File: config.mk
export PLATFORM = sky130hd
export DESIGN_NAME = mfrx_front
export DESIGN_NICKNAME = d
export VERILOG_FILES = /design/src/design/mfrx_pkg.sv /design/src/design/mfrx_front.sv
export SDC_FILE = /design/constraint.sdc
export NUM_CORES = 1
export LEC_CHECK = 0
export BUFFER_PORTS_ARGS = -buffer_cell sky130_fd_sc_hd__buf_2
export CORE_MARGIN = 5
export CORE_UTILIZATION = 41
export CTS_BUF_LIST = sky130_fd_sc_hd__clkbuf_16
export DETAILED_ROUTE_END_ITERATION = 12
export HOLD_SLACK_MARGIN = 0.06
export PLACE_DENSITY = 0.87
export REMOVE_ABC_BUFFERS = 1
export SLEW_MARGIN = 20
export SYNTH_ARGS = -nofsm -noshare
export SYNTH_HDL_FRONTEND = slang
export SYNTH_SLANG_ARGS = --single-unit
File: constraint.sdc
create_clock -name clk_i -period 1.8 [get_ports clk_i]
set_input_delay 0.18 -clock clk_i [delete_from_list [all_inputs] [get_ports clk_i]]
set_output_delay 0.18 -clock clk_i [all_outputs]
set_load 0.02 [all_outputs]
File: src/design/mfrx_pkg.sv
// Package for the frame receiver with XOR check.
// Holds item kind codes, frame status codes, layout constants and the queued
// item type. No dependencies.
package mfrx_pkg;

  // Item kinds, decoded from tuser
  typedef enum logic [1:0] {
    OP_LINE    = 2'd0,
    OP_READ    = 2'd1,
    OP_RELEASE = 2'd2,
    OP_NOP     = 2'd3
  } op_e;

  // Frame status codes reported with each result
  typedef enum logic [1:0] {
    ST_NONE     = 2'd0,
    ST_ACCEPT   = 2'd1,
    ST_MISMATCH = 2'd2,
    ST_NOT_ADDR = 2'd3
  } status_e;

  // Frame layout
  localparam logic [7:0] MinPayload    = 8'd16;
  localparam logic [8:0] FrameOverhead = 9'd4;
  localparam logic [7:0] BroadcastAddr = 8'hFF;
  localparam logic [8:0] HeaderBytes   = 9'd3;

  // Configuration register map
  localparam logic [2:0] RegStationAddr = 3'd0;

  // One classified input item
  typedef struct packed {
    op_e        kind;
    logic [7:0] line_byte;
    logic       gap_timeout;
    logic [7:0] read_index;
  } op_t;

  // One result item
  typedef struct packed {
    logic [7:0] delivered_length;
    logic [7:0] delivered_source;
    logic [7:0] read_data;
    logic       frame_available;
    status_e    frame_status;
  } result_t;

endpackage

File: src/design/mfrx_front.sv
// Front stage: registers an accepted input transfer and classifies it.
// Depends on mfrx_pkg.
module mfrx_front (
  input  logic          clk_i,
  input  logic          rst_ni,
  input  logic          in_valid_i,
  output logic          in_ready_o,
  input  logic [1:0]    in_func_i,
  input  logic [7:0]    in_line_byte_i,
  input  logic          in_gap_timeout_i,
  input  logic [7:0]    in_read_index_i,
  output logic          out_valid_o,
  input  logic          out_ready_i,
  output mfrx_pkg::op_t out_op_o
);
  import mfrx_pkg::*;

  logic valid_q, valid_d;
  op_t  op_q, op_d;

  assign in_ready_o  = !valid_q || out_ready_i;
  assign out_valid_o = valid_q;
  assign out_op_o    = op_q;

  // Decode the kind and capture the payload
  always_comb begin
    op_d = op_q;
    valid_d = valid_q;
    if (in_valid_i && in_ready_o) begin
      op_d.kind        = op_e'(in_func_i);
      op_d.line_byte   = in_line_byte_i;
      op_d.gap_timeout = (op_e'(in_func_i) == OP_LINE) ? in_gap_timeout_i : 1'b0;
      op_d.read_index  = in_read_index_i;
      valid_d = 1'b1;
    end else if (out_ready_i) begin
      valid_d = 1'b0;
    end
  end

  always_ff @(posedge clk_i or negedge rst_ni) begin
    if (!rst_ni) begin
      valid_q <= 1'b0;
    end else begin
      valid_q <= valid_d;
    end
  end

  always_ff @(posedge clk_i) begin
    op_q <= op_d;
  end

endmodule

==> impl_metrics.ini, run 1 <==
[pwr]
vdd_ir_drop_max_v = 0.0007459
power_leakage_nw = 0.4205
sw_frac_of_total_pct = 19.11
power.density_nw_per_um2 = 1133
p_clk_share_pct = 40.1
internal_power_uw = 875.9
p_switching_uw = 206.9
p_comb_share_pct = 9.4
finalPower_mw = 1.083
share_seq_of_total_power_pct = 50.6

[finish]
design_area_um2 = 955.9
layout_commonest_cell = buf_2
final_cell_mix = buf_2, edfxtp_1, clkbuf_16
syn_to_final_growth_pct = 51.29
n_fill_cell = 108
antenna_cells = 0
nets = 96
drive_above_1_share_pct = 66.67

[detailed_routing]
vias = 410
wl_met2_um = 479
routedLengthMet1_um = 462
routed.top_layer = met4
drtPass1Iterations = 2
drc = 0
viasPerCell = 4.659
dr.first_iter.drc_count = 1
drt_wl_total_mm = 1.218
ant_nets = 0
met3_length_um = 267
wl_per_cell_um = 13.84

[global_route]
grtUsageTotal_pct = 11.10
grt_remaining_overflow = 0
grt_pass1_wl_mm = 1.945
grt_pass1_vias = 432
antenna_found_initial = 0
grt_max_degree = 20

[cts]
clk_latency_ns = 0.24
cts_tree = yes
path_clk_slew_ns = 0.05
htreeDepth = 1
cts_root_buf = clkbuf_16
clock_path_buffers = 2
clock_sinks = 20
cts-buffers-inserted = 3

[timing]
rsz0062_at_grt = false
worst_pin_slew_ns = 0.2362
slew_viol_final = 0
fin_crit_ns = 1.090
clock_skew_ns = 0.001670
final.period_utilization_pct = 60.58
timing.final.hold_violations = 0
setup_viol = 0
fin_setup_tns_ns = 0
relSlewSlack_pct = 84.25
setup_slack_ns = 0.7096
timing.fmax_mhz = 917.1

[worst_setup_path]
r2r_cells = 2
cp-start-kind = flip-flop
crit_path_max_fanout = 19
critPathCaptureType = flip-flop
crit_required_ns = 1.73
crit_type = reg -> reg
worst_ep_arrival_time_ns = 1.02

[run_status]
status = finished clean

[min_path]
hold_depth = 1
hp-class = in -> reg

[die]
core_um2 = 1489
fp.dieH_um = 49.26
fp.dieW_um = 49.26
initial_core_util_pct = 42.44
row_count = 14
die_area_um2 = 2426
ios = 44

[placed_design]
post-place-ws_ns = 0.7108
hpwl_mm = 1.008
dpl_cell_area_um2 = 867.1
port_buffers = 43
place_congestion = 0.6457

[synth]
synthDistinctLibCells = 6
synth_seq_cells = 20
syn_area_per_cell_um2 = 26.33
synthesis.area_um2 = 631.9
postSynthCellCount = 24
yosys_warnings = 0
yosysSeqAreaShare_pct = 94.26

[run]
maxCapViolCount = 0
per-layer routing:
metal / GRT usage [%] / vias to the layer above
met5: 0 / -
met4: 6.726 / 0
met3: 7.951 / 2
met2: 13.95 / 40
met1: 13.40 / 179
li1: - / 189
per-stage QoR:
step	hold WS [ns]	util, %	instances
finish	0.1091	64.20	88
global route	0.1062	64.20	88
CTS	0.1062	64.20	88
detailed placement	-0.04412	58.24	83
global placement	-0.04498	58.24	83
floorplan	-0.1156	-	24
area by class of cell:
class	count	area (µm²)	area share, %
Tap cell	16	20.02	2.094
Sequential cell	20	595.6	62.30
Clock inverter	1	3.754	0.3927
Multi-Input combinational cell	4	36.28	3.796
Timing Repair Buffer	44	225.2	23.56
Clock buffer	3	75.07	7.853
kinds of logic (layout without fill, tap and decap cells):
group	count (synthesis)	after routing	share of synthesized area (%)
buf+inv	0	48	0
simple gates	4	4	5.743
flops	20	20	94.26
synthesized netlist by cell type, drive strengths merged:
cell type  instances  area share (%)
dfrtp              1             4.0
edfxtp            19              90
and2               1             1.4
nand2b             2             3.2
nor3b              1             1.2
what timing repair did:
action | CTS | global route
hold buffers | 1 | 0
buffers inserted | 0 | 0
hold endpoints to repair | 1 | 0
resized for setup | 0 | 0
power by group through the flow:
stage	Clock (mW)	Combinational (mW)	Sequential, mW
finish	0.434	0.101	0.548
global route	0.472	0.110	0.550
CTS	0.445	0.103	0.548
detailed placement	0	0.101	0.557
global placement	0	0.0992	0.556
floorplan	0	0.0167	0.590
worst paths after layout:
check / start / end / slack [ns]
max: out_valid_o / out_op_o[6] / 0.71
min: in_read_index_i[4] / out_op_o[4] / 0.11
max reg2reg: out_valid_o / out_op_o[6] / 0.71
min reg2reg: out_valid_o / out_valid_o / 0.55
max in group asynchronous: rst_ni / out_valid_o / 1.48
min in group asynchronous: rst_ni / out_valid_o / 0.24
critical path: stages (launching register included):
cell and delay (ns):
dfrtp_1 0.40, nand2b_4 0.08, and2_4 0.29
registers in the layout, indices dropped and copies added, names as in the netlist:
| name | count |
|---|---|
| out_op_o | 19 |
| out_valid_o | 1 |
Note: power is estimated with default switching activity, not from simulation.
==> inputs of run 2 (changes only) <==
--- a/config.mk
+++ b/config.mk
@@ -7,11 +7,11 @@
 export LEC_CHECK = 0
 export BUFFER_PORTS_ARGS = -buffer_cell sky130_fd_sc_hd__buf_2
 export CORE_MARGIN = 5
-export CORE_UTILIZATION = 41
+export CORE_UTILIZATION = 34
 export CTS_BUF_LIST = sky130_fd_sc_hd__clkbuf_16
 export DETAILED_ROUTE_END_ITERATION = 12
 export HOLD_SLACK_MARGIN = 0.06
-export PLACE_DENSITY = 0.87
+export PLACE_DENSITY = 0.78
 export REMOVE_ABC_BUFFERS = 1
 export SLEW_MARGIN = 20
 export SYNTH_ARGS = -nofsm -noshare
==> constraint.sdc (replaced) <==
create_clock -name clk_i -period 0.9 [get_ports clk_i]
set_input_delay 0.09 -clock clk_i [delete_from_list [all_inputs] [get_ports clk_i]]
set_output_delay 0.09 -clock clk_i [all_outputs]
set_load 0.02 [all_outputs]
==> run 2 against run 1 <==
Effect of this change: the flow now finishes with violations (setup timing); clock power rose by 100%; non-clock buffer count rose by 21; first-iteration DRC count rose to 3.0 times the previous value; via count rose by 19%; sequential power rose by 100%; cell count rose by 35%; largest cell class unchanged; largest power group unchanged.
==> impl_metrics.ini, run 2 (synthesized netlist as in run 1, its figures left out) <==
[run_status]
status = finished with violations
violations = setup timing

[finish]
instances_no_fill = 119
design_area_um2 = 1207
regArea_um2 = 595.6
layout_commonest_cell = buf_2
largest_register_ffs = 19
final_cell_mix = buf_2, dlygate4sd3_1, edfxtp_1, buf_6, clkbuf_16
drive_above_1_share_pct = 55.32
syn_to_final_growth_pct = 91.09
multi_input_area_um2 = 45.04
n_fill_cell = 115
nets = 118
antenna_cells = 0

[cts]
cts_tree = yes
cts-buffers-inserted = 3
clock_sinks = 20
path_clk_slew_ns = 0.05
htreeDepth = 1
cts_root_buf = clkbuf_16
clock_path_buffers = 2
clk_latency_ns = 0.25

[detailed_routing]
drc = 0
ant_nets = 0
drtPass1Iterations = 2
vias = 489
wl_per_cell_um = 13.74
dr.first_iter.drc_count = 3
drt_wl_total_mm = 1.635
viasPerCell = 4.109

[pwr]
vdd_ir_drop_max_v = 0.001089
power_leakage_nw = 0.5250
power.density_nw_per_um2 = 1885

[run]
maxCapViolCount = 0

[die]
initial_core_util_pct = 36.20
core_um2 = 1745
fp.dieH_um = 53.11
ios = 44
row_count = 15
die_area_um2 = 2821
fp.dieW_um = 53.11

[worst_setup_path]
crit_type = reg -> out
crit_slowest_cell = dfrtp_1
cp-start-kind = flip-flop
path_cells = nand2b_4 -> buf_6 -> buf_6
slowest_delay_ns = 0.39
crit_top_cell = buf_6
worst_ep_arrival_time_ns = 0.95
crit_path_max_fanout = 3
critPathCaptureType = primary output
crit_required_ns = 0.81

[min_path]
hp-class = in -> reg

[timing]
slew_viol_final = 0
clock_skew_ns = 0.003148
final.period_utilization_pct = 115.1
timing.fmax_mhz = 964.9
timing.final.hold_violations = 0
relSlewSlack_pct = 89.18
setup_slack_ns = -0.1363
rsz0062_at_grt = true
worst_pin_slew_ns = 0.1619
fin_crit_ns = 1.036
setup_viol = 21

[placed_design]
dp.cells = 93
dpl_cell_area_um2 = 885.9
place_congestion = 0.5569
port_buffers = 43

[global_route]
grt_pass1_vias = 503
antenna_found_initial = 0
grtUsageTotal_pct = 11.81
grt_max_degree = 12
grt_pass1_wl_mm = 2.290
grt_remaining_overflow = 0
[run 2: cell count changes in the layout (fill, tap and decap cells not counted)]
cell	delta
and2_4	+1
buf_2	-4
buf_4	+2
dlygate4sd3_1	+18
buf_6	+5
[run 2: worst max-delay path, delay by kind of cell (launching register included)]
kind | cells | cell delay, ns
flops | 1 | 0.39
buf+inv | 2 | 0.24
simple gates | 1 | 0.08
[run 2: path summary, 6_finish.rpt]
check                       startpoint            to  slack (ns)  cells after the start
max                        out_valid_o    in_ready_o       -0.14                      3
min                         in_valid_i   out_valid_o        0.08                      2
max reg2reg                out_valid_o  out_op_o[10]       -0.12                      2
min reg2reg                out_valid_o   out_valid_o        0.77                      4
max in group asynchronous       rst_ni   out_valid_o        0.66                      2
min in group asynchronous       rst_ni   out_valid_o        0.15                      2
[run 2: repair_timing]
action	4_1_cts	5_1_grt
endpoints found under the setup margin	21	23
gates resized for setup	4	6
hold buffers	19	0
hold endpoints to repair	19	0
buffers inserted	0	2
cloned	1	0
pin swaps	1	0
[run 2: cell type report]
type | count | area share [%]
clock buffers | 3 | 6.218
clock inverters | 1 | 0.3109
flip-flops and latches | 20 | 49.33
multi-input cells | 5 | 3.731
repair buffers | 65 | 37.82
well taps | 25 | 2.591
[run 2: through the flow]
stage | hold slack (ns) | setup TNS (ns) | util [%] | power (mW) | setup WS (ns)
floorplan | -0.2056 | -5.480 | - | 1.214 | -0.2884
global placement | -0.1346 | -3.008 | 50.75 | 1.315 | -0.1589
detailed placement | -0.1339 | -3.523 | 50.75 | 1.320 | -0.1860
CTS | 0.08408 | -2.274 | 67.24 | 2.272 | -0.1377
global route | 0.07761 | -3.398 | 69.18 | 2.383 | -0.1836
finish | 0.07678 | -2.399 | 69.18 | 2.276 | -0.1363
[run 2: where the power goes]
part	switching [mW]	internal (mW)
clock	0.286	0.590
combinational	0.143	0.160
sequential	0.0152	1.08
[run 2: per-layer routing]
metal | up-vias | track usage [%] | wire (µm)
li1 | 234 | - | -
met1 | 214 | 13.41 | 686
met2 | 39 | 19.42 | 722
met3 | 2 | 4.789 | 211
met4 | 0 | 5.106 | 14
met5 | - | 0 | 0
