--- config.mk ---
export PLATFORM = sky130hd
export DESIGN_NAME = mfrx_back
export DESIGN_NICKNAME = d
export VERILOG_FILES = /design/src/design/mfrx_pkg.sv /design/src/design/mfrx_back.sv
export SDC_FILE = /design/constraint.sdc
export NUM_CORES = 2
export LEC_CHECK = 0
export BUFFER_PORTS_ARGS = -buffer_cell sky130_fd_sc_hd__buf_4
export CORE_ASPECT_RATIO = 1.5
export CORE_UTILIZATION = 34
export CTS_CLUSTER_DIAMETER = 30
export DETAILED_ROUTE_END_ITERATION = 10
export PLACE_DENSITY_LB_ADDON = 0.2
export SETUP_SLACK_MARGIN = 0.2
export SLEW_MARGIN = 20
export SYNTH_ARGS = -nofsm -noshare
export SYNTH_HDL_FRONTEND = slang
export SYNTH_SLANG_ARGS = --single-unit
--- constraint.sdc ---
create_clock -name clk_i -period 3.1 [get_ports clk_i]
set_clock_uncertainty 0.15 [all_clocks]
set_input_delay 0.31 -clock clk_i [delete_from_list [all_inputs] [get_ports clk_i]]
set_output_delay 0.31 -clock clk_i [all_outputs]
set_load 0.01 [all_outputs]
--- src/design/mfrx_pkg.sv ---
// Package for the frame receiver with XOR check.
// Holds item kind codes, frame status codes, layout constants and the queued
// item type. No dependencies.
package mfrx_pkg;

  // Item kinds, decoded from tuser
  typedef enum logic [1:0] {
    OP_LINE    = 2'd0,
    OP_READ    = 2'd1,
    OP_RELEASE = 2'd2,
    OP_NOP     = 2'd3
  } op_e;

  // Frame status codes reported with each result
  typedef enum logic [1:0] {
    ST_NONE     = 2'd0,
    ST_ACCEPT   = 2'd1,
    ST_MISMATCH = 2'd2,
    ST_NOT_ADDR = 2'd3
  } status_e;

  // Frame layout
  localparam logic [7:0] MinPayload    = 8'd16;
  localparam logic [8:0] FrameOverhead = 9'd4;
  localparam logic [7:0] BroadcastAddr = 8'hFF;
  localparam logic [8:0] HeaderBytes   = 9'd3;

  // Configuration register map
  localparam logic [2:0] RegStationAddr = 3'd0;

  // One classified input item
  typedef struct packed {
    op_e        kind;
    logic [7:0] line_byte;
    logic       gap_timeout;
    logic [7:0] read_index;
  } op_t;

  // One result item
  typedef struct packed {
    logic [7:0] delivered_length;
    logic [7:0] delivered_source;
    logic [7:0] read_data;
    logic       frame_available;
    status_e    frame_status;
  } result_t;

endpackage

--- src/design/mfrx_back.sv ---
// Back stage: frame tracking, XOR check, address filter, ping-pong payload
// memory and the result register. Depends on mfrx_pkg.
module mfrx_back #(
  parameter int PAYLOAD_DEPTH = 256
) (
  input  logic              clk_i,
  input  logic              rst_ni,
  input  logic [7:0]        station_addr_i,
  input  logic              in_valid_i,
  output logic              in_ready_o,
  input  mfrx_pkg::op_t     in_op_i,
  output logic              out_valid_o,
  input  logic              out_ready_i,
  output mfrx_pkg::result_t out_res_o
);
  import mfrx_pkg::*;

  localparam int IdxW  = $clog2(PAYLOAD_DEPTH);
  localparam int AddrW = IdxW + 1;
  localparam int MemDepth = 2 ** AddrW;
  localparam logic [8:0] DepthLim = 9'(PAYLOAD_DEPTH);

  // Frame tracking state
  logic [8:0] pos_q, pos_d;
  logic [7:0] dest_q, dest_d;
  logic [7:0] src_q, src_d;
  logic [7:0] len_q, len_d;
  logic [8:0] total_q, total_d;
  logic [7:0] chk_q, chk_d;
  logic       bank_q, bank_d;
  logic [7:0] held_src_q, held_src_d;
  logic [7:0] held_len_q, held_len_d;
  logic       held_valid_q, held_valid_d;

  // Result register
  logic       ovalid_q, ovalid_d;
  status_e    status_q, status_d;
  logic       avail_q;
  logic [7:0] dsrc_q, dlen_q;
  logic       rd_en_q, rd_en_d;
  logic [7:0] rd_q;

  // Payload memory
  logic [7:0]       mem_q [MemDepth];
  logic             wr_en;
  logic [AddrW-1:0] wr_addr;
  logic [AddrW-1:0] rd_addr;

  logic       exec;
  logic [8:0] pos_eff;
  logic [7:0] chk_eff;
  logic [8:0] pay_idx;
  logic [7:0] lb;

  assign in_ready_o  = !ovalid_q || out_ready_i;
  assign exec        = in_valid_i && in_ready_o;
  assign out_valid_o = ovalid_q;

  assign out_res_o.frame_status     = status_q;
  assign out_res_o.frame_available  = avail_q;
  assign out_res_o.read_data        = rd_en_q ? rd_q : 8'd0;
  assign out_res_o.delivered_source = dsrc_q;
  assign out_res_o.delivered_length = dlen_q;

  assign lb      = in_op_i.line_byte;
  assign pos_eff = in_op_i.gap_timeout ? 9'd0 : pos_q;
  assign chk_eff = in_op_i.gap_timeout ? 8'd0 : chk_q;
  assign pay_idx = pos_eff - HeaderBytes;
  assign rd_addr = {!bank_q, in_op_i.read_index[IdxW-1:0]};

  // Execute one item
  always_comb begin
    pos_d        = pos_q;
    dest_d       = dest_q;
    src_d        = src_q;
    len_d        = len_q;
    total_d      = total_q;
    chk_d        = chk_q;
    bank_d       = bank_q;
    held_src_d   = held_src_q;
    held_len_d   = held_len_q;
    held_valid_d = held_valid_q;
    status_d     = ST_NONE;
    rd_en_d      = 1'b0;
    wr_en        = 1'b0;
    wr_addr      = {bank_q, pay_idx[IdxW-1:0]};
    case (in_op_i.kind)
      OP_LINE: begin
        pos_d = pos_eff + 9'd1;
        chk_d = chk_eff;
        if (pos_eff == 9'd0) begin
          dest_d = lb;
          chk_d  = chk_eff ^ lb;
        end else if (pos_eff == 9'd1) begin
          src_d = lb;
          chk_d = chk_eff ^ lb;
        end else if (pos_eff == 9'd2) begin
          len_d   = lb;
          chk_d   = chk_eff ^ lb;
          total_d = {1'b0, (lb < MinPayload) ? MinPayload : lb} + FrameOverhead;
        end else if (pos_eff == total_q - 9'd1) begin
          // Frame end: check, then address filter
          if (lb != chk_eff) begin
            status_d = ST_MISMATCH;
          end else if (dest_q != station_addr_i && dest_q != BroadcastAddr) begin
            status_d = ST_NOT_ADDR;
          end else begin
            status_d     = ST_ACCEPT;
            held_src_d   = src_q;
            held_len_d   = len_q;
            held_valid_d = 1'b1;
            bank_d       = !bank_q;
          end
          pos_d = 9'd0;
          chk_d = 8'd0;
        end else begin
          // Payload or padding byte
          wr_en = (pay_idx < DepthLim);
          if (pay_idx < {1'b0, len_q}) begin
            chk_d = chk_eff ^ lb;
          end
        end
      end
      OP_READ: begin
        rd_en_d = held_valid_q && (in_op_i.read_index < held_len_q) &&
                  ({1'b0, in_op_i.read_index} < DepthLim);
      end
      OP_RELEASE: begin
        held_valid_d = 1'b0;
        held_src_d   = 8'd0;
        held_len_d   = 8'd0;
      end
      default: begin
      end
    endcase
    if (!exec) begin
      wr_en = 1'b0;
    end
  end

  always_comb begin
    if (exec) begin
      ovalid_d = 1'b1;
    end else if (out_ready_i) begin
      ovalid_d = 1'b0;
    end else begin
      ovalid_d = ovalid_q;
    end
  end

  // State registers
  always_ff @(posedge clk_i or negedge rst_ni) begin
    if (!rst_ni) begin
      pos_q        <= 9'd0;
      dest_q       <= 8'd0;
      src_q        <= 8'd0;
      len_q        <= 8'd0;
      total_q      <= 9'd0;
      chk_q        <= 8'd0;
      bank_q       <= 1'b0;
      held_src_q   <= 8'd0;
      held_len_q   <= 8'd0;
      held_valid_q <= 1'b0;
      ovalid_q     <= 1'b0;
    end else begin
      ovalid_q <= ovalid_d;
      if (exec) begin
        pos_q        <= pos_d;
        dest_q       <= dest_d;
        src_q        <= src_d;
        len_q        <= len_d;
        total_q      <= total_d;
        chk_q        <= chk_d;
        bank_q       <= bank_d;
        held_src_q   <= held_src_d;
        held_len_q   <= held_len_d;
        held_valid_q <= held_valid_d;
      end
    end
  end

  // Result payload, held while the output stalls
  always_ff @(posedge clk_i) begin
    if (exec) begin
      status_q <= status_d;
      avail_q  <= held_valid_d;
      dsrc_q   <= held_valid_d ? held_src_d : 8'd0;
      dlen_q   <= held_valid_d ? held_len_d : 8'd0;
      rd_en_q  <= rd_en_d;
    end
  end

  // Payload memory: one write port, one registered read port
  always_ff @(posedge clk_i) begin
    if (wr_en) begin
      mem_q[wr_addr] <= lb;
    end
    if (exec) begin
      rd_q <= mem_q[rd_addr];
    end
  end

endmodule

==> results.ini <==
[run_status]
outcome=finished, violations left
violations=setup timing

[timing]
holdWs_ns=0.0928
tightest_slew_ns=1.31
tns_ns=-827.19
fin_crit_sh=1.11
setup_violations=4067
rsz0062_at_grt=true
relSlewSlack=0.129
report.final.slew_viol_count=0
finalWorstPathRequiredPeriod_ns=3.44
setup_slack_ns=-0.343
hold_violations=0
clock.fmax_mhz=290

[worst_setup_path]
cp-start-kind=flip-flop
worstSetupEndpointType=flip-flop
cp.arrival_ns=3.96
cp.required_ns=3.62
critPathKind=reg -> reg
critPathLaunch=pos_q[0]$_DFFE_PN0P_
path_max_fanout=12
r2r-start=pos_q[0]$_DFFE_PN0P_

[power]
p_per_area_nw_per_um2=644
irDropWorstVdd_mv=0.553
p_leak_uw=0.0744

[clock_network]
clockBufferDepth=4
htreeDepth=6
cts_sinks=4193
path_clk_slew_ns=0.06
tritoncts=done
clkLatencyLatePin_ns=0.99
root_buffer=clkbuf_16
cts_buffers=604

[synth]
ys.flop_type=edfxtp_1
synth.most_common_cell=edfxtp_1
async_flop_share=0.0165
yosys.area.top_type=edfxtp_1
synth_top_area_frac=0.741
ys_seq_area_frac=0.751
synth_edf_count=4124
yosysWarnings=0
synth_area_leaders=edfxtp_1 (74%), mux4_2 (8.1%), mux2i_1 (4.8%)
synth.ff_latch_count=4193
yosysUniqueCellTypes=104
syn_area_per_cell_um2=19.0
synth_cells=8793
synth_common_cells=edfxtp_1 (4124), mux2i_1 (801), nor2_1 (689)
syn-num-nets=8843
synth_area_um2=167000

[detailed_routing]
vias=95314
drtAntennaViolNets=0
viasPerCell=5.30
drc=0
wl_per_cell_um=31.0
drt-pass1-iter-count=8
routed_wl_um=557000
drt_iter0_markers=8315

[finish]
fin_area_um2=219000
n_fill_cell=41879
final_nets=11020
area_growth_pct=31.3
drive_gt1_frac=0.385

[global_route]
grt_antenna_before_repair=23
grt-ovfl-total=0
grt_pass1_vias=100213
grt_pass1_wl_um=777000
grt_max_degree=180
grt_use_total=0.222

[run]
cap_violations=0

[floorplanning]
start_util=0.341
die_area_um2=495000
die_width_um=575
ios=60
die_y_um=861
row_count=315
core-area_um2=490000

[placement]
gp_congestion=0.891
dp.final_hpwl_um=382000
dp_slack_ns=-1.45
port_buffers=59
placed_area_um2=194000

[hold_path]
min-delay-start=in_op_i[6]
hp-class=in -> reg

==> layer usage <==
layer | up-vias | wire length [um] | global-route usage
met5 | - | 0 | 0
met2 | 3017 | 295000 | 0.404
li1 | 40783 | - | -
met1 | 50528 | 202000 | 0.251
met3 | 986 | 26600 | 0.0292
met4 | 0 | 33900 | 0.121
==> repair_timing <==
action                                 in CTS  in global routing
pin swaps                                 107                 83
setup endpoints to repair                4143               4159
hold buffers                               22                  0
setup buffers                              67                 49
gates resized for setup                   327                187
cloned                                      8                  3
endpoints found under the hold margin     424                  0
==> path summary, 6_finish.rpt <==
kind | to | slack (ns) | depth (start not counted)
max | mem_q[442][0]$_DFFE_PP_ | -0.34 | 13
min | rd_en_q$_SDFFCE_PP0P_ | 0.09 | 5
max reg2reg | mem_q[442][0]$_DFFE_PP_ | -0.34 | 13
min reg2reg | src_q[2]$_DFFE_PN0P_ | 0.39 | 1
max in group asynchronous | pos_q[3]$_DFFE_PN0P_ | 2.20 | 4
min in group asynchronous | src_q[5]$_DFFE_PN0P_ | 0.25 | 4
==> state kept, by name, summed over array words and instances (netlist names) <==
name / cells
dlen_q: 8
rd_q: 8
src_q: 8
held_len_q: 8
bank_q: 1
dsrc_q: 8
held_src_q: 8
dest_q: 8
len_q: 8
out_valid_o: 1
pos_q: 9
mem_q: 4096
total_q: 9
held_valid_q: 1
rd_en_q: 1
chk_q: 8
avail_q: 1
status_q: 2
==> layout make-up <==
type | count | area, um2 | area share
Antenna cell | 26 | 65.1 | 0.000296
Clock buffer | 674 | 15800 | 0.0719
Clock inverter | 435 | 4990 | 0.0227
Inverter | 38 | 158 | 0.000718
Multi-Input combinational cell | 4001 | 40900 | 0.186
Sequential cell | 4193 | 126000 | 0.572
Tap cell | 6498 | 8130 | 0.0370
Timing Repair Buffer | 2132 | 23900 | 0.109
==> report_power, final <==
group	internal, uW	total [uW]	switching (uW)
logic	3380	8730	5350
registers	62400	62600	151
clock network	42900	70100	27100
==> worst max-delay path, stage by stage (launching register included) <==
cell,delay [ns]
dfrtp_1,0.41
nor2b_4,0.15
buf_4,0.14
ha_4,0.16
nor3_4,0.16
nor2_2,0.07
or4_4,0.58
buf_6,0.15
nor3b_4,0.17
buf_6,0.19
nand2_4,0.10
buf_12,0.16
nor2_2,0.23
buf_12,0.14
==> stage by stage <==
step,total power (uW),utilization,cells
floorplan,67500,-,8793
global placement,72200,0.397,16713
detailed placement,72200,0.397,16713
CTS,142000,0.445,17919
global route,145000,0.448,17992
finish,141000,0.448,17997
==> cell families (layout without fill, tap and decap cells) <==
logic type                 count (synthesis)  in the layout  share of synthesized area
buffers and inverters                    599           3279                     0.0239
muxes                                   1499           1499                      0.140
other                                      0             26                          0
xor gates and xnor gates                  42             42                    0.00228
DFF                                     4193           4193                      0.751
AOI/OAI and AO/OA                       1107           1107                     0.0462
and+or+nand+nor                         1334           1334                     0.0356
adders and majority gates                 19             19                    0.00142
==> cell usage in the layout (no fill, tap or decap), types with 22 or more instances in the layout <==
cell type and count:
nand3_1 68, buf_4 1431, clkinv_2 51, mux2i_1 801
mux4_1 45, nor2_4 211, bufinv_16 65, mux2_2 49
clkbuf_16 623, buf_12 537, clkbuf_1 49, inv_1 30
clkinv_4 48, edfxtp_1 4124, nand2_1 231, o22ai_1 235
buf_16 28, nor2_2 288, a31oi_1 39, mux4_2 604
inv_6 87, diode_2 26, nor3_1 106, nor4_1 22
buf_6 93, o21ai_0 117, clkinv_1 55, a21oi_1 183
clkinvlp_4 69, inv_8 36, xnor2_1 24, o221ai_1 253
a211oi_1 34, dfrtp_1 66, nor2_1 190, and2_1 28
Note: power is estimated with default switching activity, not from simulation.
