==> src/design/mfrx_pkg.sv <==
// Package for the frame receiver with XOR check.
// Holds item kind codes, frame status codes, layout constants and the queued
// item type. No dependencies.
package mfrx_pkg;

  // Item kinds, decoded from tuser
  typedef enum logic [1:0] {
    OP_LINE    = 2'd0,
    OP_READ    = 2'd1,
    OP_RELEASE = 2'd2,
    OP_NOP     = 2'd3
  } op_e;

  // Frame status codes reported with each result
  typedef enum logic [1:0] {
    ST_NONE     = 2'd0,
    ST_ACCEPT   = 2'd1,
    ST_MISMATCH = 2'd2,
    ST_NOT_ADDR = 2'd3
  } status_e;

  // Frame layout
  localparam logic [7:0] MinPayload    = 8'd16;
  localparam logic [8:0] FrameOverhead = 9'd4;
  localparam logic [7:0] BroadcastAddr = 8'hFF;
  localparam logic [8:0] HeaderBytes   = 9'd3;

  // Configuration register map
  localparam logic [2:0] RegStationAddr = 3'd0;

  // One classified input item
  typedef struct packed {
    op_e        kind;
    logic [7:0] line_byte;
    logic       gap_timeout;
    logic [7:0] read_index;
  } op_t;

  // One result item
  typedef struct packed {
    logic [7:0] delivered_length;
    logic [7:0] delivered_source;
    logic [7:0] read_data;
    logic       frame_available;
    status_e    frame_status;
  } result_t;

endpackage

==> src/design/mfrx_queue.sv <==
// Two-entry queue of classified items between front and back.
// Depends on mfrx_pkg.
module mfrx_queue (
  input  logic          clk_i,
  input  logic          rst_ni,
  input  logic          in_valid_i,
  output logic          in_ready_o,
  input  mfrx_pkg::op_t in_op_i,
  output logic          out_valid_o,
  input  logic          out_ready_i,
  output mfrx_pkg::op_t out_op_o
);
  import mfrx_pkg::*;

  op_t        ent_q [2];
  logic       wr_ptr_q, wr_ptr_d;
  logic       rd_ptr_q, rd_ptr_d;
  logic [1:0] count_q, count_d;
  logic       push, pop;

  assign in_ready_o  = (count_q != 2'd2);
  assign out_valid_o = (count_q != 2'd0);
  assign out_op_o    = ent_q[rd_ptr_q];
  assign push        = in_valid_i && in_ready_o;
  assign pop         = out_valid_o && out_ready_i;

  // Pointer and fill count update
  always_comb begin
    wr_ptr_d = push ? !wr_ptr_q : wr_ptr_q;
    rd_ptr_d = pop ? !rd_ptr_q : rd_ptr_q;
    count_d  = count_q;
    if (push && !pop) begin
      count_d = count_q + 2'd1;
    end else if (pop && !push) begin
      count_d = count_q - 2'd1;
    end
  end

  always_ff @(posedge clk_i or negedge rst_ni) begin
    if (!rst_ni) begin
      wr_ptr_q <= 1'b0;
      rd_ptr_q <= 1'b0;
      count_q  <= 2'd0;
    end else begin
      wr_ptr_q <= wr_ptr_d;
      rd_ptr_q <= rd_ptr_d;
      count_q  <= count_d;
    end
  end

  always_ff @(posedge clk_i) begin
    if (push) begin
      ent_q[wr_ptr_q] <= in_op_i;
    end
  end

endmodule

==> config.mk <==
export PLATFORM = sky130hd
export DESIGN_NAME = mfrx_queue
export DESIGN_NICKNAME = d
export VERILOG_FILES = /design/src/design/mfrx_pkg.sv /design/src/design/mfrx_queue.sv
export SDC_FILE = /design/constraint.sdc
export NUM_CORES = 1
export LEC_CHECK = 0
export BUFFER_PORTS_ARGS = -buffer_cell sky130_fd_sc_hd__buf_4
export CORE_ASPECT_RATIO = 1.2
export CORE_MARGIN = 4
export CORE_UTILIZATION = 45
export CTS_CLUSTER_DIAMETER = 40
export DETAILED_ROUTE_END_ITERATION = 6
export GPL_TIMING_DRIVEN = 0
export PLACE_DENSITY = 0.73
export SYNTH_ARGS = -nofsm -noshare
export SYNTH_HDL_FRONTEND = slang
export SYNTH_SLANG_ARGS = --single-unit
==> constraint.sdc <==
create_clock -name clk_i -period 1.9 [get_ports clk_i]
set_input_delay 0.38 -clock clk_i [delete_from_list [all_inputs] [get_ports clk_i]]
set_output_delay 0.38 -clock clk_i [all_outputs]
set_load 0.005 [all_outputs]
==> results of run 1 <==
-- worst reg2reg max path, cell delays in order, from the launching register on --
cell and delay [ns]:
dfrtp_1 0.42, nand2b_4 0.16, and3_1 0.75
-- flip-flops by register name (all words and copies together) (netlist names) --
signal / flops
ent_q: 38
rd_ptr_q: 1
count_q: 2
wr_ptr_q: 1
-- cell usage after synthesis, drive strengths merged --
master / count / area [um2]
inv: 1 / 3.750
buf: 2 / 22.52
xor2: 2 / 17.52
or2: 1 / 8.760
nand2: 2 / 15.01
xnor2: 3 / 26.28
and3: 1 / 6.260
nor2: 2 / 7.510
ha: 1 / 12.51
mux2: 19 / 214.0
nand2b: 1 / 13.76
dfrtp: 4 / 100.1
edfxtp: 38 / 1141
-- power groups by stage --
stage | sequential (mW) | combinational (mW) | clock [mW]
final | 1.36 | 1.04 | 0.670
after global routing | 1.39 | 1.14 | 0.737
after CTS | 1.37 | 1.07 | 0.701
after detailed placement | 1.39 | 1.06 | 0
after global placement | 1.37 | 1.02 | 0
after floorplan | 1.36 | 0.597 | 0
-- per-stage QoR --
| stage | hold WS [ns] | worst slack (ns) | power, mW |
|---|---|---|---|
| global placement | 0.1772 | -0.3875 | 2.393 |
| finish | 0.2693 | 0.2014 | 3.068 |
| floorplan | 0.08441 | 0.05061 | 1.958 |
| detailed placement | 0.1808 | 0.1470 | 2.449 |
| global route | 0.2498 | 0.03710 | 3.266 |
| CTS | 0.2507 | 0.1279 | 3.137 |
-- layout make-up --
type                            instances  area [um2]  area share, %
Buffer                                  2       22.52          1.078
Sequential cell                        42        1241          59.44
Clock inverter                          1       30.03          1.438
Clock buffer                            7       76.32          3.655
Inverter                                1       3.754         0.1797
Timing Repair Buffer                   45       344.1          16.48
Multi-Input combinational cell         32       324.1          15.52
Tap cell                               37       46.29          2.217
-- routing by layer --
layer | track usage [%] | vias up
met4 | 7.229 | 0
met1 | 14.30 | 383
li1 | - | 390
met2 | 21.31 | 37
met3 | 5.393 | 6
met5 | 0 | -
-- how the worst max path moves through the flow --
stage	startpoint	end	slack, ns	depth (start not counted)
2_1_floorplan	count_q[0]	ent_q[0][0]	0.05	3
3_3_place_gp	count_q[0]	ent_q[0][12]	-0.39	3
3_5_place_dp	count_q[0]	ent_q[1][10]	0.15	2
4_1_cts	count_q[0]	ent_q[1][8]	0.13	2
5_1_grt	count_q[0]	ent_q[1][2]	0.04	2
6_report	count_q[0]	ent_q[1][2]	0.20	2
-- cell families (layout without fill, tap and decap cells) --
logic type | count (synthesis) | count (layout)
xor gates and xnor gates | 5 | 5
and+or+nand+nor | 7 | 7
muxes | 19 | 19
buffers and inverters | 3 | 56
DFF | 42 | 42
adders and majority gates | 1 | 1
==> impl_metrics.ini, run 1 <==
[yosys]
syn_avg_cell_area_um2 = 20.64
synth_mux_area_share_pct = 13.46
yosys_warnings = 0
synthXorXnorAreaFrac_pct = 2.756
synth_cell_types = 14
synth_seq_cells = 42
syn_nets = 101
synth-simple-area-share_pct = 3.228
ys_seq_area_share_pct = 78.11
synth_compound_area_share_pct = 0
syn_inst = 77
synth_top_family_by_area = multiplexers
synthAdderAreaFrac_pct = 0.7874
syn_area_um2 = 1589

[sta]
finClkSkew_ns = 0.004320
post-route-period-util_pct = 89.40
tightestPinTransition_ns = 0.8830
fin_setup_tns_ns = 0
setup_viol = 0
rsz0062_at_grt = false
hold_viol_final = 0
drv_slew = 0
min_period_ns = 1.699
maxSlewHeadroom_pct = 41.13
fmax_mhz = 588.7

[clock_tree]
cts.clk_slew.worst_paths_ns = 0.07
cts_tree = done
cts_buffers = 5
clockBufferDepth = 2
post_cts_buffers = 0
root_buffer = clkbuf_8
cts_hold_buf = 1
cts.repair.resized = 0
cts.sinks = 42
clock_latency_ns = 0.29
cts-htree-levels = 2

[finish]
diodes = 0
mostFrequentLayoutCells = buf_4, edfxtp_1, mux2_2
nets = 153
final_util_pct = 62.02
nFillCells = 256
finalNonFillerCells = 167
fin_area_um2 = 2088
final_common_cell = buf_4
area_growth_pct = 31.42
drive_gt1_share_pct = 57.69

[power_and_ir_drop]
p_clk_share_pct = 21.8
power.density_nw_per_um2 = 1469
total_leakage_power_nw = 0.8156
power_switching_uw = 790.1
sw_frac_of_total_pct = 25.75
combPwrFrac_pct = 33.8
seqPwrFrac_pct = 44.4
power.internal_mw = 2.278
irDropWorstVdd_uv = 1015

[floorplanning]
dieArea_um2 = 4550
die_w_um = 62.25
start_util_pct = 47.19
dieHeight_um = 73.10
num_io_pins = 44
core_um2 = 3367
rows = 23

[route]
top_layer = met4
wl_met1_um = 975
dr_total_vias = 816
drc_errors = 0
dr.pass1.iters = 4
wl_per_cell_um = 15.50
via_per_inst = 4.886
met3_length_um = 216
antenna_left = 0
drt_iter0_drc = 21
wl_um = 2589
wl_met2_um = 1338

[worst_setup_path]
cp-start-kind = register
r2r_cells = 2
path_buf_inv = 0
rr_startpoint = count_q[0]
end_kind = register
critPathMaxStageDelay_ns = 0.75
crit_chain = nand2b_4 -> and3_1
worstPathArrival_ns = 1.62
path_delay_family = simple AND/OR/NAND/NOR gates
rrSetupSlack_ns = 0.20
required_ns = 1.82
critPathSlowestCell = and3_1
reg2reg_to = ent_q[1][2]
critPathKind = reg -> reg
cp_max_fo = 19

[placed_design]
gp_congestion = 0.6702
dp.cells = 158
dp_hpwl_um = 1860
place_area_um2 = 1972
portBuffers = 43

[hold_path]
hold_class = in -> reg
worst_hold_startpoint = in_op_i[15]
worstHoldEndpoint = ent_q[0][15]
hold_depth = 1

[global_routing]
grt_pass1_vias = 946
grt_overflow_total = 0
grt_pass1_wl_um = 4416
grt_antenna_before_repair = 0
grt_usage_pct = 13.00
grt_max_degree = 20

[flow_run]
cap_violations = 0

[outcome]
status = finished clean
Note: power is estimated with default switching activity, not from simulation.
==> run 2: changes to the inputs <==
--- a/config.mk
+++ b/config.mk
@@ -12,7 +12,7 @@
 export CTS_CLUSTER_DIAMETER = 40
 export DETAILED_ROUTE_END_ITERATION = 6
 export GPL_TIMING_DRIVEN = 0
-export PLACE_DENSITY = 0.73
+export PLACE_DENSITY = 0.84
 export SYNTH_ARGS = -nofsm -noshare
 export SYNTH_HDL_FRONTEND = slang
 export SYNTH_SLANG_ARGS = --single-unit
==> run 2 against run 1 <==
Compared with the run above: flip-flop and latch count is the same; worst hold slack improved by 0.0061 ns; utilization rose by 0.074 points; sequential power about the same; cell area grew 0.12%; sequential share of layout area is 0.071 points lower; final cell count unchanged; count of clock-buffer cells in the layout shrank 2; clock skew barely moved; first-iteration DRC count is 24% lower; worst setup slack worse by 0.016 ns; combinational power about the same; critical path type unchanged.
==> impl_metrics.ini, run 2 (synthesized netlist as in run 1, its figures left out) <==
[worst_setup_path]
critPathMaxStageDelay_ns = 0.75
critPathSlowestCell = and3_1
rrSetupSlack_ns = 0.19
crit_chain = nand2b_4 -> and3_1
cp-start-kind = register
required_ns = 1.81
reg2reg_to = ent_q[1][6]
r2r_cells = 2
cp_max_fo = 19
worstPathArrival_ns = 1.62
critPathKind = reg -> reg
end_kind = register
rr_startpoint = count_q[0]

[power_and_ir_drop]
seqPwrFrac_pct = 44.3
p_clk_share_pct = 21.6
power.internal_mw = 2.273
power.density_nw_per_um2 = 1474
irDropWorstVdd_uv = 1131
total_leakage_power_nw = 0.8210
combPwrFrac_pct = 34.1
sw_frac_of_total_pct = 26.23
power_switching_uw = 808.1

[placed_design]
place_ws_ns = 0.1384
dp_hpwl_um = 1922
portBuffers = 43
gp_congestion = 0.6117

[route]
antenna_left = 0
via_per_inst = 4.952
wl_um = 2679
drt_iter0_drc = 16
dr.pass1.iters = 2
dr_total_vias = 827
drc_errors = 0
wl_per_cell_um = 16.04

[global_routing]
grt_usage_pct = 12.37
grt_pass1_vias = 940
grt_antenna_before_repair = 0
grt-busiest-layer = met2
grt.met1_usage_pct = 12.16
use_met3_pct = 4.160
grt_max_degree = 20
use_met2_pct = 22.81
grt_overflow_total = 0
grt_pass1_wl_um = 4243

[clock_tree]
root_buffer = clkbuf_8
clock_latency_ns = 0.28
cts.sinks = 42
cts.clk_slew.worst_paths_ns = 0.07
cts-htree-levels = 2
cts_tree = done
clockBufferDepth = 2
cts_buffers = 5

[floorplanning]
dieArea_um2 = 4550
core_um2 = 3367
rows = 23
die_w_um = 62.25
dieHeight_um = 73.10
start_util_pct = 47.19
num_io_pins = 44

[sta]
drv_slew = 0
tightestPinTransition_ns = 0.8969
fin_ws_ns = 0.1857
finClkSkew_ns = 0.004564
min_period_ns = 1.714
fmax_mhz = 583.3
setup_viol = 0
maxSlewHeadroom_pct = 40.21
post-route-period-util_pct = 90.23
hold_viol_final = 0
rsz0062_at_grt = false

[flow_run]
cap_violations = 0

[finish]
top_register = ent_q
top_regs = ent_q: 38 flops, count_q: 2 flops
largest_reg_flops = 38
nets = 153
final_common_cell = buf_4
final_util_pct = 62.10
area_growth_pct = 31.58
mostFrequentLayoutCells = buf_4, edfxtp_1, mux2_2
diodes = 0
drive_gt1_share_pct = 59.23

[hold_path]
hold_depth = 1
worst_hold_startpoint = in_op_i[6]
hold_class = in -> reg
worstHoldEndpoint = ent_q[0][6]

[outcome]
status = finished clean
[run 2: changes by cell type in the layout (fill, tap and decap cells not counted)]
cell / before / now
clkbuf_1: 2 / 0
clkinv_2: 0 / 2
[run 2: power groups by stage]
stage | logic (mW) | registers (mW) | clock network (mW)
2_1_floorplan | 0.597 | 1.36 | 0
3_3_place_gp | 1.02 | 1.37 | 0
3_5_place_dp | 1.07 | 1.39 | 0
4_1_cts | 1.08 | 1.37 | 0.689
5_1_grt | 1.14 | 1.38 | 0.733
6_report | 1.05 | 1.36 | 0.664
[run 2: layout make-up]
class / instances / area (um2)
inverter: 1 / 3.754
buffer: 2 / 22.52
clock buffer: 5 / 68.82
fill: 253 / 1276
clock inverter: 3 / 40.04
tap: 37 / 46.29
multi-input combinational: 32 / 324.1
timing repair buffer: 45 / 344.1
sequential: 42 / 1241
[run 2: timing repair]
| item | CTS | global route |
|---|---|---|
| resized for setup | 0 | 0 |
| hold buffers | 1 | 0 |
| setup buffers | 0 | 0 |
| endpoints found under the hold margin | 4 | 0 |
[run 2: how the worst max path moves through the flow]
| stage | startpoint | to | slack, ns | depth (start not counted) |
|---|---|---|---|---|
| after floorplan | count_q[0] | ent_q[0][0] | 0.05 | 3 |
| after global placement | count_q[0] | ent_q[0][12] | -0.34 | 3 |
| after detailed placement | count_q[0] | ent_q[1][12] | 0.14 | 2 |
| after CTS | count_q[0] | ent_q[1][9] | 0.13 | 2 |
| after global routing | count_q[0] | ent_q[1][9] | 0.05 | 2 |
| final | count_q[0] | ent_q[1][6] | 0.19 | 2 |
[run 2: critical path: cells and delay by family, from the launching register on]
family | cells | cell delay [ns]
DFF | 1 | 0.42
and+or+nand+nor | 2 | 0.92
[run 2: routing by layer]
layer,part of all wire [%],wire length (um),up-vias
met5,0,0,-
met2,57,1515,28
met3,5.9,157,8
li1,-,-,392
met1,36,963,399
met4,1.6,43,0
[run 2: through the flow]
stage	std cells	power [mW]	hold slack (ns)	instance area, um2	TNS, ns
6_report	167	3.081	0.2754	2091	0
5_1_grt	167	3.256	0.2541	2091	0
4_1_cts	167	3.138	0.2640	2091	0
3_5_place_dp	158	2.461	0.1780	1972	0
3_3_place_gp	157	2.388	0.1764	1958	-6.512
2_1_floorplan	77	1.958	0.08441	1589	0
